$ cat src/design/pad_input_rle_text_decoder_macros.svh
// Assertion shorthands used by the file that checks this block.
// Each macro expects signals named clk and rst_n in the enclosing scope.
`ifndef PAD_INPUT_RLE_TEXT_DECODER_MACROS_SVH
`define PAD_INPUT_RLE_TEXT_DECODER_MACROS_SVH

// Consequent must hold in the same cycle as the antecedent.
`define PIRTD_ASSERT_SAME(lbl, ante, cons, msg) \
  lbl: assert property (@(posedge clk) disable iff (!rst_n) (ante) |-> (cons)) \
    else $error(msg);

// Consequent must hold in the cycle after the antecedent.
`define PIRTD_ASSERT_NEXT(lbl, ante, cons, msg) \
  lbl: assert property (@(posedge clk) disable iff (!rst_n) (ante) |=> (cons)) \
    else $error(msg);

`endif

$ cat src/design/pirtd_pkg.sv
package pirtd_pkg;

  localparam int RUN_BITS_DEF = 16;
  localparam int RUN_LEN_W    = 16;
  localparam int QUEUE_DEPTH  = 2;
  localparam int IN_TDATA_W   = 8;
  localparam int OUT_TDATA_W  = 32;

  // Characters with a meaning in the text format.
  localparam logic [7:0] CH_BANG  = 8'h21;
  localparam logic [7:0] CH_AT    = 8'h40;
  localparam logic [7:0] CH_UNDER = 8'h5F;
  localparam logic [7:0] CH_PLUS  = 8'h2B;
  localparam logic [7:0] CH_MINUS = 8'h2D;
  localparam logic [7:0] CH_COMMA = 8'h2C;
  localparam logic [7:0] CH_SPACE = 8'h20;
  localparam logic [7:0] CH_LF    = 8'h0A;
  localparam logic [7:0] CH_CR    = 8'h0D;
  localparam logic [7:0] CH_TAB   = 8'h09;
  localparam logic [7:0] CH_ZERO  = 8'h30;
  localparam logic [7:0] CH_NINE  = 8'h39;
  localparam logic [7:0] CH_R     = 8'h72;
  localparam logic [7:0] CH_L     = 8'h6C;
  localparam logic [7:0] CH_D     = 8'h64;
  localparam logic [7:0] CH_U     = 8'h75;
  localparam logic [7:0] CH_T     = 8'h74;
  localparam logic [7:0] CH_C     = 8'h63;
  localparam logic [7:0] CH_B     = 8'h62;
  localparam logic [7:0] CH_A     = 8'h61;

  typedef enum logic [1:0] {PH_IDLE, PH_DIGITS, PH_COMMA, PH_LETTERS} phase_t;
  typedef enum logic [1:0] {SIGN_ABS, SIGN_PLUS, SIGN_MINUS} sign_t;
  typedef enum logic [1:0] {ERR_NONE, ERR_BAD_CHAR, ERR_NO_STREAM} err_t;
  typedef enum logic       {KIND_RUN, KIND_ERROR} kind_t;
  typedef enum logic [1:0] {STREAM_NONE, STREAM_P1, STREAM_P2} stream_t;

  typedef struct packed {
    kind_t                  kind;
    stream_t                player;
    logic [7:0]             pad_value;
    logic [RUN_LEN_W-1:0]   run_length;
    err_t                   error_code;
  } result_t;

  // All results caused by one character: one or two.
  typedef struct packed {
    logic    two;
    result_t first;
    result_t second;
  } bundle_t;

  typedef struct packed {
    logic full;
    logic empty;
  } q_status_t;

  function automatic logic [7:0] letter_bit(input logic [7:0] c);
    logic [7:0] b;
    unique case (c)
      CH_R:    b = 8'(1) << 7;
      CH_L:    b = 8'(1) << 6;
      CH_D:    b = 8'(1) << 5;
      CH_U:    b = 8'(1) << 4;
      CH_T:    b = 8'(1) << 3;
      CH_C:    b = 8'(1) << 2;
      CH_B:    b = 8'(1) << 1;
      CH_A:    b = 8'(1) << 0;
      default: b = 8'd0;
    endcase
    return b;
  endfunction

  function automatic logic [7:0] apply_sign(input sign_t s, input logic [7:0] prev,
                                            input logic [7:0] mask);
    logic [7:0] v;
    unique case (s)
      SIGN_PLUS:  v = prev | mask;
      SIGN_MINUS: v = prev & ~mask;
      default:    v = mask;
    endcase
    return v;
  endfunction

endpackage

$ cat src/design/pirtd_parser.sv
module pirtd_parser import pirtd_pkg::*; #(
  parameter int RUN_BITS = RUN_BITS_DEF
) (
  input  logic       clk,
  input  logic       rst_n,
  input  logic       accept,
  input  logic [7:0] char_byte,
  input  logic       end_of_text,
  output logic       push,
  output bundle_t    push_data
);

  localparam int NW = RUN_BITS + 4;

  phase_t              phase_r, phase_nxt;
  logic [RUN_BITS-1:0] rc_r, rc_nxt;
  logic [7:0]          mask_r, mask_nxt;
  sign_t               sign_r, sign_nxt;
  logic [7:0]          prev_r, prev_nxt;
  stream_t             stream_r, stream_nxt;
  logic                halted_r, halted_nxt;

  // State after the character itself, before the end-of-text flush.
  phase_t              ph_mid;
  logic [RUN_BITS-1:0] rc_mid;
  logic [7:0]          mask_mid;
  sign_t               sign_mid;
  logic [7:0]          prev_mid;
  stream_t             stream_mid;
  logic                halt_mid;

  logic                em1, err1, bad, em2, err2;
  logic [7:0]          v1, v2;

  logic                is_digit, is_ws, is_letter;
  logic [7:0]          lbit;
  logic [NW-1:0]       rc_ext, acc;
  logic [RUN_BITS-1:0] rc_acc;

  assign is_digit  = (char_byte >= CH_ZERO) && (char_byte <= CH_NINE);
  assign is_ws     = (char_byte == CH_SPACE) || (char_byte == CH_LF) ||
                     (char_byte == CH_CR) || (char_byte == CH_TAB);
  assign lbit      = letter_bit(char_byte);
  assign is_letter = |lbit;

  // count * 10 + digit, saturating at all ones.
  assign rc_ext = NW'(rc_r);
  assign acc    = (rc_ext << 3) + (rc_ext << 1) + NW'(char_byte[3:0]);
  assign rc_acc = (|acc[NW-1:RUN_BITS]) ? '1 : acc[RUN_BITS-1:0];

  assign v1   = apply_sign(sign_r, prev_r, mask_r);
  assign err1 = em1 && (stream_r == STREAM_NONE);

  always_comb begin
    logic value_path;
    logic restart;
    logic start;
    value_path = 1'b0;
    restart    = 1'b0;
    start      = 1'b0;
    em1        = 1'b0;
    bad        = 1'b0;
    ph_mid     = phase_r;
    rc_mid     = rc_r;
    mask_mid   = mask_r;
    sign_mid   = sign_r;
    prev_mid   = prev_r;
    stream_mid = stream_r;
    halt_mid   = halted_r;
    if (!halted_r) begin
      unique case (phase_r)
        PH_IDLE:    start = 1'b1;
        PH_DIGITS: begin
          if (is_digit) rc_mid = rc_acc;
          else value_path = 1'b1;
        end
        PH_COMMA:   value_path = 1'b1;
        PH_LETTERS: begin
          if (is_letter) begin
            mask_mid = mask_r | lbit;
          end else begin
            em1     = 1'b1;
            restart = 1'b1;
          end
        end
        default: ;
      endcase

      if (value_path) begin
        if (char_byte == CH_UNDER) begin
          em1 = 1'b1;
        end else if (char_byte == CH_PLUS) begin
          sign_mid = SIGN_PLUS;
          ph_mid   = PH_LETTERS;
        end else if (char_byte == CH_MINUS) begin
          sign_mid = SIGN_MINUS;
          ph_mid   = PH_LETTERS;
        end else if (is_letter) begin
          mask_mid = mask_r | lbit;
          ph_mid   = PH_LETTERS;
        end else begin
          em1     = 1'b1;
          restart = 1'b1;
        end
      end

      if (em1) begin
        if (stream_r == STREAM_NONE) halt_mid = 1'b1;
        else prev_mid = v1;
        ph_mid   = PH_IDLE;
        rc_mid   = '0;
        mask_mid = '0;
        sign_mid = SIGN_ABS;
        start    = restart && (stream_r != STREAM_NONE);
      end

      if (start) begin
        if (char_byte == CH_BANG) begin
          stream_mid = STREAM_P1;
          prev_mid   = '0;
        end else if (char_byte == CH_AT) begin
          stream_mid = STREAM_P2;
          prev_mid   = '0;
        end else if (is_digit) begin
          rc_mid = RUN_BITS'(char_byte[3:0]);
          ph_mid = PH_DIGITS;
        end else if (char_byte == CH_COMMA) begin
          rc_mid = RUN_BITS'(1);
          ph_mid = PH_COMMA;
        end else if (!is_ws) begin
          bad      = 1'b1;
          halt_mid = 1'b1;
        end
      end
    end
  end

  // End of text flushes a pending run and starts a fresh text.
  assign em2  = end_of_text && !halt_mid && (ph_mid != PH_IDLE);
  assign err2 = em2 && (stream_mid == STREAM_NONE);
  assign v2   = apply_sign(sign_mid, prev_mid, mask_mid);

  always_comb begin
    phase_nxt  = ph_mid;
    rc_nxt     = rc_mid;
    mask_nxt   = mask_mid;
    sign_nxt   = sign_mid;
    prev_nxt   = prev_mid;
    stream_nxt = stream_mid;
    halted_nxt = halt_mid;
    if (em2) begin
      if (err2) halted_nxt = 1'b1;
      else prev_nxt = v2;
      phase_nxt = PH_IDLE;
      rc_nxt    = '0;
      mask_nxt  = '0;
      sign_nxt  = SIGN_ABS;
    end
    if (end_of_text && !halted_nxt) begin
      phase_nxt  = PH_IDLE;
      rc_nxt     = '0;
      mask_nxt   = '0;
      sign_nxt   = SIGN_ABS;
      prev_nxt   = '0;
      stream_nxt = STREAM_NONE;
    end
  end

  always_comb begin
    result_t r_em1;
    result_t r_bad;
    result_t r_em2;
    result_t r_err;
    r_err = '{kind: KIND_ERROR, player: STREAM_NONE, pad_value: '0,
              run_length: '0, error_code: ERR_NO_STREAM};
    r_em1 = '{kind: KIND_RUN, player: stream_r, pad_value: v1,
              run_length: RUN_LEN_W'(rc_r), error_code: ERR_NONE};
    if (err1) r_em1 = r_err;
    r_em2 = '{kind: KIND_RUN, player: stream_mid, pad_value: v2,
              run_length: RUN_LEN_W'(rc_mid), error_code: ERR_NONE};
    if (err2) r_em2 = r_err;
    r_bad = r_err;
    r_bad.error_code = ERR_BAD_CHAR;

    push_data.first  = em1 ? r_em1 : (bad ? r_bad : r_em2);
    push_data.second = (em1 && bad) ? r_bad : r_em2;
    push_data.two    = (em1 && (bad || em2)) || (bad && em2);
  end

  assign push = accept && (em1 || bad || em2);

  always_ff @(posedge clk) begin
    if (!rst_n) begin
      phase_r  <= PH_IDLE;
      rc_r     <= '0;
      mask_r   <= '0;
      sign_r   <= SIGN_ABS;
      prev_r   <= '0;
      stream_r <= STREAM_NONE;
      halted_r <= 1'b0;
    end else if (accept) begin
      phase_r  <= phase_nxt;
      rc_r     <= rc_nxt;
      mask_r   <= mask_nxt;
      sign_r   <= sign_nxt;
      prev_r   <= prev_nxt;
      stream_r <= stream_nxt;
      halted_r <= halted_nxt;
    end
  end

endmodule

$ cat src/design/pirtd_queue.sv
module pirtd_queue import pirtd_pkg::*; #(
  parameter int DEPTH = QUEUE_DEPTH
) (
  input  logic      clk,
  input  logic      rst_n,
  input  logic      push,
  input  bundle_t   push_data,
  input  logic      pop,
  output bundle_t   head,
  output q_status_t qs
);

  localparam int PW = (DEPTH > 1) ? $clog2(DEPTH) : 1;
  localparam int CW = $clog2(DEPTH + 1);

  bundle_t         mem [DEPTH];
  logic [PW-1:0]   wr_ptr_r, wr_ptr_nxt;
  logic [PW-1:0]   rd_ptr_r, rd_ptr_nxt;
  logic [CW-1:0]   count_r, count_nxt;

  assign qs.full  = (count_r == CW'(DEPTH));
  assign qs.empty = (count_r == '0);
  assign head     = mem[rd_ptr_r];

  always_comb begin
    wr_ptr_nxt = wr_ptr_r;
    rd_ptr_nxt = rd_ptr_r;
    count_nxt  = count_r;
    if (push) begin
      wr_ptr_nxt = (wr_ptr_r == PW'(DEPTH - 1)) ? '0 : wr_ptr_r + PW'(1);
    end
    if (pop) begin
      rd_ptr_nxt = (rd_ptr_r == PW'(DEPTH - 1)) ? '0 : rd_ptr_r + PW'(1);
    end
    if (push && !pop) count_nxt = count_r + CW'(1);
    else if (pop && !push) count_nxt = count_r - CW'(1);
  end

  always_ff @(posedge clk) begin
    if (push) mem[wr_ptr_r] <= push_data;
  end

  always_ff @(posedge clk) begin
    if (!rst_n) begin
      wr_ptr_r <= '0;
      rd_ptr_r <= '0;
      count_r  <= '0;
    end else begin
      wr_ptr_r <= wr_ptr_nxt;
      rd_ptr_r <= rd_ptr_nxt;
      count_r  <= count_nxt;
    end
  end

endmodule

$ cat src/design/pirtd_emitter.sv
module pirtd_emitter import pirtd_pkg::*; (
  input  logic      clk,
  input  logic      rst_n,
  input  bundle_t   head,
  input  q_status_t qs,
  output logic      pop,
  input  logic      out_ready,
  output logic      out_valid,
  output result_t   out_res,
  output logic      out_last
);

  logic    valid_r, valid_nxt;
  logic    sel_r, sel_nxt;
  result_t res_r;
  logic    last_r;
  logic    load, pick_last;
  result_t pick;

  // Output register is free when empty or being drained this cycle.
  assign load      = !qs.empty && (!valid_r || out_ready);
  assign pick      = sel_r ? head.second : head.first;
  assign pick_last = sel_r || !head.two;
  assign pop       = load && pick_last;

  always_comb begin
    valid_nxt = valid_r;
    sel_nxt   = sel_r;
    if (!valid_r || out_ready) valid_nxt = !qs.empty;
    if (load) sel_nxt = !pick_last;
  end

  always_ff @(posedge clk) begin
    if (!rst_n) begin
      valid_r <= 1'b0;
      sel_r   <= 1'b0;
    end else begin
      valid_r <= valid_nxt;
      sel_r   <= sel_nxt;
    end
  end

  always_ff @(posedge clk) begin
    if (load) begin
      res_r  <= pick;
      last_r <= pick_last;
    end
  end

  assign out_valid = valid_r;
  assign out_res   = res_r;
  assign out_last  = last_r;

endmodule

$ cat src/design/pad_input_rle_text_decoder.sv
// Channel | Side   | Beat contents
// in_*    | slave  | tdata[7:0] char_byte; tlast end_of_text
// out_*   | master | tdata player, pad_value, run_length, error_code; tuser kind;
//         |        | tlast last_result
//
// One character is accepted per cycle while the queue has room. Each character is
// parsed in the cycle it is accepted; its one or two results enter a small queue and
// leave through a registered output stage, one beat per cycle while the sink is ready,
// so a character with two results holds that stage for both of its beats.
// Reset is synchronous and active low; it clears the parser state and empties the queue.
// in_tready drops only while the queue is full; after an error the block keeps taking
// characters but gives no further beats until reset.
`include "pad_input_rle_text_decoder_macros.svh"

module pad_input_rle_text_decoder import pirtd_pkg::*; #(
  parameter int RUN_BITS    = RUN_BITS_DEF,
  parameter int QUEUE_DEPTH_P = QUEUE_DEPTH
) (
  input  logic                   clk,
  input  logic                   rst_n,
  input  logic                   in_tvalid,
  output logic                   in_tready,
  input  logic [IN_TDATA_W-1:0]  in_tdata,   // [7:0] char_byte
  input  logic                   in_tlast,   // end_of_text
  output logic                   out_tvalid,
  input  logic                   out_tready,
  // [1:0] player, [9:2] pad_value, [25:10] run_length, [27:26] error_code,
  // [31:28] zero
  output logic [OUT_TDATA_W-1:0] out_tdata,
  output logic                   out_tuser,  // [0] kind
  output logic                   out_tlast   // last_result
);

  localparam int OUT_PAD_W = OUT_TDATA_W - $bits(result_t) + 1;

  logic      accept;
  logic      push;
  bundle_t   push_data;
  bundle_t   head;
  q_status_t qs;
  logic      pop;
  result_t   out_res;

  // The parser may take a character whenever its results have room in the queue.
  assign in_tready = !qs.full;
  assign accept    = in_tvalid && in_tready;

  pirtd_parser #(
    .RUN_BITS (RUN_BITS)
  ) u_parser (
    .clk         (clk),
    .rst_n       (rst_n),
    .accept      (accept),
    .char_byte   (in_tdata[7:0]),
    .end_of_text (in_tlast),
    .push        (push),
    .push_data   (push_data)
  );

  pirtd_queue #(
    .DEPTH (QUEUE_DEPTH_P)
  ) u_queue (
    .clk       (clk),
    .rst_n     (rst_n),
    .push      (push),
    .push_data (push_data),
    .pop       (pop),
    .head      (head),
    .qs        (qs)
  );

  pirtd_emitter u_emitter (
    .clk       (clk),
    .rst_n     (rst_n),
    .head      (head),
    .qs        (qs),
    .pop       (pop),
    .out_ready (out_tready),
    .out_valid (out_tvalid),
    .out_res   (out_res),
    .out_last  (out_tlast)
  );

  // Kind travels on tuser; the remaining fields are packed lowest first.
  assign out_tuser = out_res.kind;
  assign out_tdata = {{OUT_PAD_W{1'b0}}, out_res.error_code, out_res.run_length,
                      out_res.pad_value, out_res.player};

  // An error beat carries only its code.
  `PIRTD_ASSERT_SAME(a_error_fields, out_tvalid && out_res.kind == KIND_ERROR, out_res.player == STREAM_NONE && out_res.pad_value == 8'd0 && out_res.run_length == '0 && out_res.error_code != ERR_NONE, "error beat carries run fields or no code")

  // A run beat names a stream and carries no error code.
  `PIRTD_ASSERT_SAME(a_run_fields, out_tvalid && out_res.kind == KIND_RUN, (out_res.player == STREAM_P1 || out_res.player == STREAM_P2) && out_res.error_code == ERR_NONE, "run beat without a stream or with an error code")

  // An error halts the parser, so it is always the final result of its character.
  `PIRTD_ASSERT_SAME(a_error_last, out_tvalid && out_res.kind == KIND_ERROR, out_tlast, "error beat not marked last")

  // Nothing follows an error until reset.
  `PIRTD_ASSERT_NEXT(a_quiet_after_error, out_tvalid && out_tready && out_res.kind == KIND_ERROR, !out_tvalid && qs.empty, "beat after an error")

endmodule

$ cat config.mk
export PLATFORM = sky130hd
export DESIGN_NAME = pad_input_rle_text_decoder
export DESIGN_NICKNAME = d
export VERILOG_FILES = /design/src/design/pirtd_pkg.sv /design/src/design/pirtd_parser.sv /design/src/design/pirtd_queue.sv /design/src/design/pirtd_emitter.sv /design/src/design/pad_input_rle_text_decoder.sv
export VERILOG_INCLUDE_DIRS = /design/src /design/src/design
export SDC_FILE = /design/constraint.sdc
export NUM_CORES = 1
export LEC_CHECK = 0
export BUFFER_PORTS_ARGS = -buffer_cell sky130_fd_sc_hd__buf_2
export CORE_UTILIZATION = 65
export DETAILED_ROUTE_END_ITERATION = 16
export GPL_TIMING_DRIVEN = 0
export HOLD_SLACK_MARGIN = 0.06
export PLACE_DENSITY = 0.87
export SKIP_LAST_GASP = 1
export SLEW_MARGIN = 20
export SYNTH_ARGS = -nofsm -noshare
export SYNTH_HDL_FRONTEND = slang
export SYNTH_SLANG_ARGS = --single-unit
$ cat constraint.sdc
create_clock -name clk -period 8.06 [get_ports clk]
set_clock_uncertainty 0.2 [all_clocks]
set_input_delay 0 -clock clk [delete_from_list [all_inputs] [get_ports clk]]
set_output_delay 0 -clock clk [all_outputs]
set_load 0.01 [all_outputs]
* After elaboration in Yosys (flattened, before gate mapping) *
Memories as Yosys holds them, arrays and structs flattened. A register that Yosys moved wholly into a read port is not among the register bits.
Cells that the tools add are included.
W data, S select, Z words.

word-level totals
  register bits after elaboration = 75
  memories = 1
  bits in writable memories = 118
  input bits = 13
  output and inout bits = 36
  word-level logic and storage cells = 215

cells by class
  bitwise operators = 7
  reductions and logical operators = 43
  $add $sub $neg = 6
  equality and inequality tests = 26
  order comparisons = 2
  multiplexer cells = 112

memory list
  memory       words  width  read ports  clocked after Yosys merged registers in  wr ports  RTL line           text
  u_queue.mem  2      59     1           1                                        1         pirtd_queue.sv:16  bundle_t mem [DEPTH];

operator list
  kind                  number
  $mux W16              12
  $mux W29              6
  $mux W8               20
  $eq A8 B7 Y1 const B  10
  $pmux W8 S8           1
  $mux W2               29
  $mux W1               41
  $eq A8 B6 Y1 const B  5
  $pmux W8 S2           2
  $eq A8 B4 Y1 const B  3
  $or A8 B8 Y8          3
  $add A19 B17 Y20      1
  $add A20 B4 Y20       1
  $and A8 B8 Y8         2
  $logic_and A1 B1 Y1   16
  $not A8 Y8            2
  $eq A2 B2 Y1 const B  5
  $logic_not A1 Y1      9
  $logic_or A1 B1 Y1    9
  $ge A8 B6 Y1 const B  1
  $le A8 B6 Y1 const B  1
  $logic_not A2 Y1      4
  $reduce_or A8 Y1      1
  $eq A2 B1 Y1 const B  3
  6 further kinds       9

* Longest topological paths before layout *
Gate-level depths: netlist (run 1).

  depth after elaboration = 28
  gate-level depth with buffers = 15
  gate-level depth less buffers = 13

* Hierarchy *
From an unflattened synthesis (run 1), not the netlist that was laid out.

second synthesis, totals
  cell total of the unflattened synthesis = 940
  area total of the unflattened synthesis = 10702.8 um^2

modules (own cells, without submodules)
  module                      sequential area each (um^2)  cells an instance  area each (um^2)  instances
  pirtd_parser                780.7                        653                4782.1            1
  pirtd_queue                 3643.5                       206                4519.3            1
  pirtd_emitter               940.9                        74                 1357.6            1
  pad_input_rle_text_decoder  0.0                          7                  43.8              1

* Worst setup path before layout (run 1) *
OpenSTA, ideal clock, no wires.

  path kind = reg2reg
  start = reg u_parser.phase_r[0]
  end = mem u_queue.mem[0][0] (netlist bit) (enable)
  setup time = 0.484 ns
  period minus slack after synthesis = 5.384 ns
  data required time = 7.376 ns
  data arrival time = 4.700 ns
  buffers on the path = 0
  cell stages (with the launch flop) = 10
  slack = 2.676 ns
  cell sequence = dfxtp_1 > inv_1 > ha_1 > nand2_1 > o211ai_1 > a31oi_1 > nor2_2 > o31ai_2 > o21a_1 > nor2b_1

between the ends
  cells in the longest elaborated chain, start to end = 23
  elaborated cells between the ends (all ways) = 52
  those cells by class = eq/ne: 3; mux: 40; reduce/logical: 9

RTL lines
  item                               RTL line                          text
  from (decl)                        pirtd_parser.sv:15                phase_t phase_r, phase_nxt;
  from (signal assigned)             pirtd_parser.sv:202               phase_r <= phase_nxt;
  $eq A2 B2 Y1                       pirtd_parser.sv:71                unique case (phase_r)
  $mux W1                            pirtd_parser.sv:71
  $mux W1                            pirtd_parser.sv:98                end else if (is_letter) begin
  $mux W1                            pirtd_parser.sv:95                end else if (char_byte == CH_MINUS) begin
  $mux W1                            pirtd_parser.sv:92                end else if (char_byte == CH_PLUS) begin
  $mux W1                            pirtd_parser.sv:90                if (char_byte == CH_UNDER) begin
  $mux W1                            pirtd_parser.sv:89                if (value_path) begin
  $mux W1                            pirtd_parser.sv:70                if (!halted_r) begin
  [7 not listed]                     -
  $mux W1                            pirtd_parser.sv:70
  $logic_not A1 Y1                   pirtd_parser.sv:139               assign em2 = end_of_text && !halt_mid && (ph_mid != PH_IDLE);
  $logic_and A1 B1 Y1 (2 in a row)   pirtd_parser.sv:139
  $logic_or A1 B1 Y1 (*)             pirtd_parser.sv:190               assign push = accept && (em1 || bad || em2);
  $logic_and A1 B1 Y1 (*)            pirtd_parser.sv:190
  via push                           pad_input_rle_text_decoder.sv:37  logic push;
  $mux W1 (*)                        pirtd_queue.sv:40                 if (push) mem[wr_ptr_r] <= push_data;
  $mux W1 (implied by the code) (*)  pirtd_queue.sv:40
  to (decl)                          pirtd_queue.sv:16

Mark *: on every way through the listed nets, which the timed path passes. The rest lies on a longest branch. The select of a mux whose other input is x is not followed.

==> run metrics, run 1 <==
CP endpoint kind flop; Ports 49; Seq cells post-synth 194; RSZ-0062 raised after global routing false; most frequent CP cell fa_1; Syn-to-layout area delta 11.7%; post-synth top area share 0.446; clock root cell clkbuf_16; DRC 0; HPWL Detailed 16800 um; Leak Pwr 4.17 nW; worst endpoint required time 8.00 ns; maximum buffer depth of the clock tree 2; Yosys top cell by area edfxtp_1; Setup TNS 0 ns; first-pass GRT wire length 39800 um; CP Cell Sequence inv_1 > fa_1 > fa_1 > nor2b_1 > o31a_1 > o22a_1 > a41oi_1 > xnor2_1 > a31oi_1 > buf_2 > a221oi_1 > o21ai_1; Worst path slowest cell a221oi_1; Final setup viols 0; run status finished clean; Antenna Violating Nets Remaining 0; Cell Count, Final, Fillers Out 1107; nets@finish 965; worst skew pair latency 0.44 ns; Synth cell types 74; CTS tree yes; 1st-iter DRT viols 1045; Final Hold Violating Endpoints 0; crit path kind flop to flop; Post-synth EDFFs 148; core area 14800 um^2; Final Instance Area 11100 um^2; Inserted Clock Buffers 17; minimum clock period 4.39 ns; ys async rst share 0; PostCTS Resize Cnt 0; syn avg cell area 11.9 um^2; largest net degree at the start of global routing 34; vias in the first global route 7136; die area 15800 um^2; Via density 6.88; critical path launch point type flop; fin crit share 0.545; critical path's largest stage delay 0.56 ns; initial core utilization 0.675; number of port buffers 42; Die Width 126 um; GRT overflow 0; CTS sink cnt 194; number of antenna violations at the first check in global routing 0; layout cells sized above 1 0.148; Mapped Cells 838; prevailing post-synth register cell edfxtp_1; GP Congestion 0.943; Crit path arrival time 4.33 ns; mapped cell area 9960 um^2; hold_buf cts 4; maximum vdd drop 0.000187 V; dominant cells by area after synthesis edfxtp_1 (45%), dfxtp_1 (9.2%), mux4_2 (6.6%), ha_1 (5.0%), a21oi_1 (3.4%); Synth Warn # 0; detailed-route via count 7621; Buf/Inv on CP 2; Post-CTS Setup Bufs 0; Slew Limit Fails 0; routed length per placed instance 22.8 um; die extent in y 126 um; Max Cap Viol 0; Worst Path Max Fanout 10; actual slew at the worst max-slew pin 0.968 ns; # rows 44; DP Cell Count 1071; n_diodes 0; pwr/cell area 263 nW/um^2; Max Fclk 228 MHz; HP Class primary input to flop; CP top delay family compound AO/OA/AOI/OAI gates; htree depth 4; WL final 25200 um; First-pass DRT Iterations 6; clock transition at the registers of the reported paths 0.07 ns; Slew HR 0.355; GRT Total Usage 0.332; placed cell areas 10500 um^2; post-synthesis sequential area ratio 0.539
-- cell usage in the layout, fill, tap and decap left out, types with 9 or more instances in the layout --
cell type / synthesis / layout
edfxtp_1: 148 / 148
a21oi_1: 68 / 68
buf_2: 13 / 55
nand2_1: 51 / 51
dfxtp_1: 46 / 46
ha_1: 40 / 40
nor2_1: 40 / 39
o21ai_0: 33 / 33
nor2b_1: 32 / 31
mux4_2: 29 / 29
inv_1: 27 / 27
clkbuf_1: 23 / 23
a22o_1: 23 / 23
a21o_1: 21 / 21
clkbuf_16: 0 / 17
nand2b_1: 16 / 16
nor3_1: 15 / 15
a211oi_1: 13 / 13
o21ai_1: 13 / 13
nor3b_1: 13 / 13
nand3_1: 12 / 12
and2_1: 12 / 11
o21a_1: 10 / 10
and3_1: 9 / 9
xnor2_1: 9 / 9
-- cells by family (layout without fill, tap and decap cells) --
family	after synthesis	after routing	share of synthesized area
adders and majority gates	42	42	0.0543
muxes	30	30	0.0666
xor gates and xnor gates	15	15	0.0132
buffers and inverters	72	154	0.0307
AOI/OAI and AO/OA	254	254	0.172
and+or+nand+nor	230	230	0.124
other	1	4	0.000377
DFF	194	194	0.539
-- sequential cells by signal, indices dropped and copies added (netlist names), named ones only --
signal	count
u_parser.rc_r	16
u_parser.stream_r	2
u_parser.prev_r	8
u_emitter.sel_r	1
u_parser.phase_r	2
u_queue.mem	118
u_queue.wr_ptr_r	1
u_parser.halted_r	1
u_emitter.out_valid	1
u_queue.count_r	2
u_queue.rd_ptr_r	1
u_emitter.out_last	1
u_parser.mask_r	8
u_parser.sign_r	2
u_emitter.out_res	29
-- worst paths after layout --
kind	cells after the start	slack (ns)	end	from
max	12	3.67	u_queue.mem[0][41]	u_parser.rc_r[0]
min	4	0.10	u_queue.mem[1][58]	in_tlast
max reg2reg	12	3.67	u_queue.mem[0][41]	u_parser.rc_r[0]
min reg2reg	2	0.29	u_parser.prev_r[3]	u_parser.prev_r[3]
-- tightest hold or removal path, stage by stage --
cell,delay (ns)
buf_2,0.13
o311ai_1,0.12
o21ai_0,0.10
and2_1,0.20
-- final cells by class --
type	count	area (um^2)
plain buffers	44	200
clock buffers	17	425
clock inverters	15	131
fillers	900	3640
inverters	28	105
multi-input cells	575	4320
flip-flops and latches	194	5370
well taps	184	230
repair buffers	50	345
-- Yosys cell counts, types with 9 or more instances --
cell and n:
edfxtp_1 148, a21oi_1 68, nand2_1 51, dfxtp_1 46, ha_1 40, nor2_1 40
o21ai_0 33, nor2b_1 32, mux4_2 29, inv_1 27, a22o_1 23, clkbuf_1 23
a21o_1 21, nand2b_1 16, nor3_1 15, a211oi_1 13, buf_2 13, nor3b_1 13
o21ai_1 13, and2_1 12, nand3_1 12, o21a_1 10, and3_1 9, xnor2_1 9
-- layer usage --
layer  part of all wire  track usage  vias up
met5                  0            0        -
met4              0.028        0.112        0
met3               0.10       0.0450       79
met2               0.47        0.545      587
met1               0.39        0.459     3581
li1                   -            -     3374
-- through the flow --
step / total power (W) / setup slack (ns) / util / hold WS (ns)
3_3_place_gp: 0.00203 / 1.06 / 0.705 / 0.151
2_1_floorplan: 0.00184 / 2.68 / - / -0.0462
3_5_place_dp: 0.00210 / 3.86 / 0.713 / 0.167
6_report: 0.00292 / 3.67 / 0.754 / 0.101
4_1_cts: 0.00292 / 3.75 / 0.754 / 0.0715
5_1_grt: 0.00301 / 3.46 / 0.754 / 0.109
-- power by group --
part	switching, W	total, W	internal, W
combinational	0.000439	0.000738	0.000299
clock	0.000373	0.000801	0.000428
sequential	0.0000700	0.00139	0.00132
total	0.000882	0.00292	0.00204
No activity file was read; power rests on OpenSTA's default activity.
==> inputs of run 2 (changes only) <==
--- a/config.mk
+++ b/config.mk
@@ -7,11 +7,11 @@
 export NUM_CORES = 1
 export LEC_CHECK = 0
 export BUFFER_PORTS_ARGS = -buffer_cell sky130_fd_sc_hd__buf_2
-export CORE_UTILIZATION = 65
+export CORE_UTILIZATION = 56
 export DETAILED_ROUTE_END_ITERATION = 16
 export GPL_TIMING_DRIVEN = 0
 export HOLD_SLACK_MARGIN = 0.06
-export PLACE_DENSITY = 0.87
+export PLACE_DENSITY = 0.8
 export SKIP_LAST_GASP = 1
 export SLEW_MARGIN = 20
 export SYNTH_ARGS = -nofsm -noshare
==> constraint.sdc (replaced) <==
create_clock -name clk -period 3.65 [get_ports clk]
set_clock_uncertainty 0.2 [all_clocks]
set_input_delay 0 -clock clk [delete_from_list [all_inputs] [get_ports clk]]
set_output_delay 0 -clock clk [all_outputs]
set_load 0.01 [all_outputs]
==> run 2 against run 1 <==
The run now ends with negative setup slack left. Largest cell class unchanged. Sequential cell count stayed put. Critical endpoint is now u_queue.mem[1][31]. Critical path depth up 1. Highest routed layer unchanged. Largest power group unchanged. Die area increased by 16%. Fmax is 18% higher.
==> run metrics, run 2 (same netlist as run 1, synthesis figures left out) <==
run status finished with violations (was finished clean); failing checks negative setup slack; HP Class primary input to flop (unchanged); Multi-input gate area 4640 um^2 (was 4320 um^2); htree depth 4 (unchanged); layout cells sized above 1 0.233 (was 0.148); setup ws final -0.0685 ns (was 3.67 ns); Slew Limit Fails 0 (unchanged); worst skew pair latency 0.43 ns (was 0.44 ns); Max Fclk 269 MHz (was 228 MHz); Inserted Clock Buffers 17 (unchanged); reg2reg start u_parser.rc_r[2] (was u_parser.rc_r[0]); actual slew at the worst max-slew pin 0.954 ns (was 0.968 ns); number of port buffers 42 (unchanged); Die Width 135 um (was 126 um); CP Cell Sequence inv_2 > fa_1 > fa_2 > nor2b_2 > o31a_1 > o22a_2 > a41oi_2 > xnor2_2 > nand4_1 > a41oi_2 > buf_4 > o31a_1 > a21oi_4 (was inv_1 > fa_1 > fa_1 > nor2b_1 > o31a_1 > o22a_1 > a41oi_1 > xnor2_1 > a31oi_1 > buf_2 > a221oi_1 > o21ai_1); Ports 49 (unchanged); n_diodes 0 (unchanged); post-layout util 0.670 (was 0.754); crit path kind flop to flop (unchanged); core area 17400 um^2 (was 14800 um^2); GRT Total Usage 0.272 (was 0.332); maximum vdd drop 0.000474 V (was 0.000187 V); met3 GRT Util 0.0468 (was 0.0450); die extent in y 135 um (was 126 um); Setup TNS -0.797 ns (was 0 ns); GP Congestion 0.912 (was 0.943); worst hold path cell count 5 (was 4); met2 GRT Util 0.431 (was 0.545); maximum buffer depth of the clock tree 2 (unchanged); CP Launch Point u_parser.rc_r[2] (was u_parser.rc_r[0]); GRT overflow 0 (unchanged); pwr/cell area 563 nW/um^2 (was 263 nW/um^2); WL final 24800 um (was 25200 um); largest net degree at the start of global routing 31 (was 34); Worst Path Max Fanout 6 (was 10); cells on worst reg2reg path 13 (was 12); detailed-route via count 7506 (was 7621); Crit path arrival time 3.70 ns (was 4.33 ns); max reg flops 118 (unchanged); CP endpoint kind flop (unchanged); initial core utilization 0.574 (was 0.675); number of antenna violations at the first check in global routing 0 (unchanged); 1st-iter DRT viols 826 (was 1045); nets@finish 978 (was 965); critical path's largest stage delay 0.52 ns (was 0.56 ns); vias in the first global route 6700 (was 7136); Max Cap Viol 0 (unchanged); HPWL Detailed 16600 um (was 16800 um); clock root cell clkbuf_16 (unchanged); cell depth of the worst setup path 13 (was 12); critical path launch point type flop (unchanged); DRC 0 (unchanged); most frequent cells in the layout edfxtp_1 (148), a21oi_1 (56), buf_2 (53) (was edfxtp_1 (148), a21oi_1 (68), buf_2 (55)); Reg with most FFs u_queue.mem (unchanged); GRT busiest layer met2 (unchanged); storage element area 5370 um^2 (about the same); CTS tree yes (unchanged); most common cell after layout, fill and taps aside edfxtp_1 (unchanged); Via density 6.47 (was 6.88); # rows 48 (was 44); die area 18300 um^2 (was 15800 um^2); critical hold path startpoint in_tdata[7] (was in_tlast); Syn-to-layout area delta 16.9% (was 11.7%); Slew HR 0.364 (was 0.355); clock transition at the registers of the reported paths 0.08 ns (was 0.07 ns); Final setup viols 24 (was 0); first-pass GRT wire length 37500 um (was 39800 um); RSZ-0062 raised after global routing true (was false); CTS sink cnt 194 (unchanged); First-pass DRT Iterations 5 (was 6); fillcell total 1224 (was 900); Antenna Violating Nets Remaining 0 (unchanged); Final Hold Violating Endpoints 0 (unchanged); routed length per placed instance 21.4 um (was 22.8 um); worst endpoint required time 3.63 ns (was 8.00 ns); Buf/Inv on CP 2 (unchanged); Worst path slowest cell fa_1 (was a221oi_1); fin crit share 1.02 (was 0.545); CP top delay family compound AO/OA/AOI/OAI gates (unchanged); met1 Use GR 0.387 (was 0.459); Leak Pwr 4.34 nW (was 4.17 nW); minimum clock period 3.72 ns (was 4.39 ns)
[run 2: cell types whose count changed in the layout (fill, tap and decap cells not counted), sizes merged]
cell,change
buf,+14
dlygate4sd3,+1
inv,+4
clkinv,-3
clkinvlp,-2
clkbuf,-2
and2,+1
[run 2: cell type report]
cell class                 count  area share
sequential                   194       0.462
multi-input combinational    576       0.399
timing repair buffer          65      0.0388
clock buffer                  18      0.0369
tap                          225      0.0242
buffer                        41      0.0170
clock inverter                14      0.0135
inverter                      28     0.00903
[run 2: path summary, 6_finish.rpt]
kind,to,slack (ns)
setup / recovery,u_queue.mem[1][31],-0.07
hold / removal,u_parser.prev_r[7],0.08
hold reg to reg,u_parser.prev_r[2],0.28
setup reg to reg,u_queue.mem[1][31],-0.07
[run 2: report_power, final]
group / total [W] / switching, W / leakage, nW / internal (W)
clock network: 0.00186 / 0.000879 / 0.285 / 0.000977
registers: 0.00304 / 0.000139 / 1.77 / 0.00290
logic: 0.00166 / 0.000972 / 2.28 / 0.000687
total: 0.00656 / 0.00199 / 4.34 / 0.00457
[run 2: metal layers]
metal / vias up / part of all wire
li1: 3399 / -
met2: 365 / 0.48
met5: - / 0
met1: 3703 / 0.43
met4: 0 / 0.018
met3: 39 / 0.067
[run 2: what timing repair did]
item	4_1_cts	5_1_grt
endpoints found under the hold margin	28	0
setup buffers	7	7
pin swaps	14	18
hold buffers	5	0
gates resized for setup	25	58
endpoints found under the setup margin	216	233
gates cloned	1	1
[run 2: worst reg2reg max path, cell delays in order, from the launching register on]
cell	delay, ns
dfxtp_4	0.39
inv_2	0.05
fa_1	0.52
fa_2	0.43
nor2b_2	0.14
o31a_1	0.21
o22a_2	0.21
a41oi_2	0.16
xnor2_2	0.25
nand4_1	0.16
a41oi_2	0.36
buf_4	0.17
o31a_1	0.16
a21oi_4	0.05
[run 2: stage by stage]
step	hold WS, ns	setup slack, ns	total power [W]	area, um^2	std cells
floorplan	-0.0462	0.0625	0.00406	9980	841
global placement	0.141	-0.789	0.00448	10500	1108
detailed placement	0.135	-0.454	0.00463	10600	1111
CTS	0.0696	-0.0182	0.00653	11300	1154
global route	0.124	-0.187	0.00682	11600	1161
finish	0.0846	-0.0685	0.00656	11600	1161
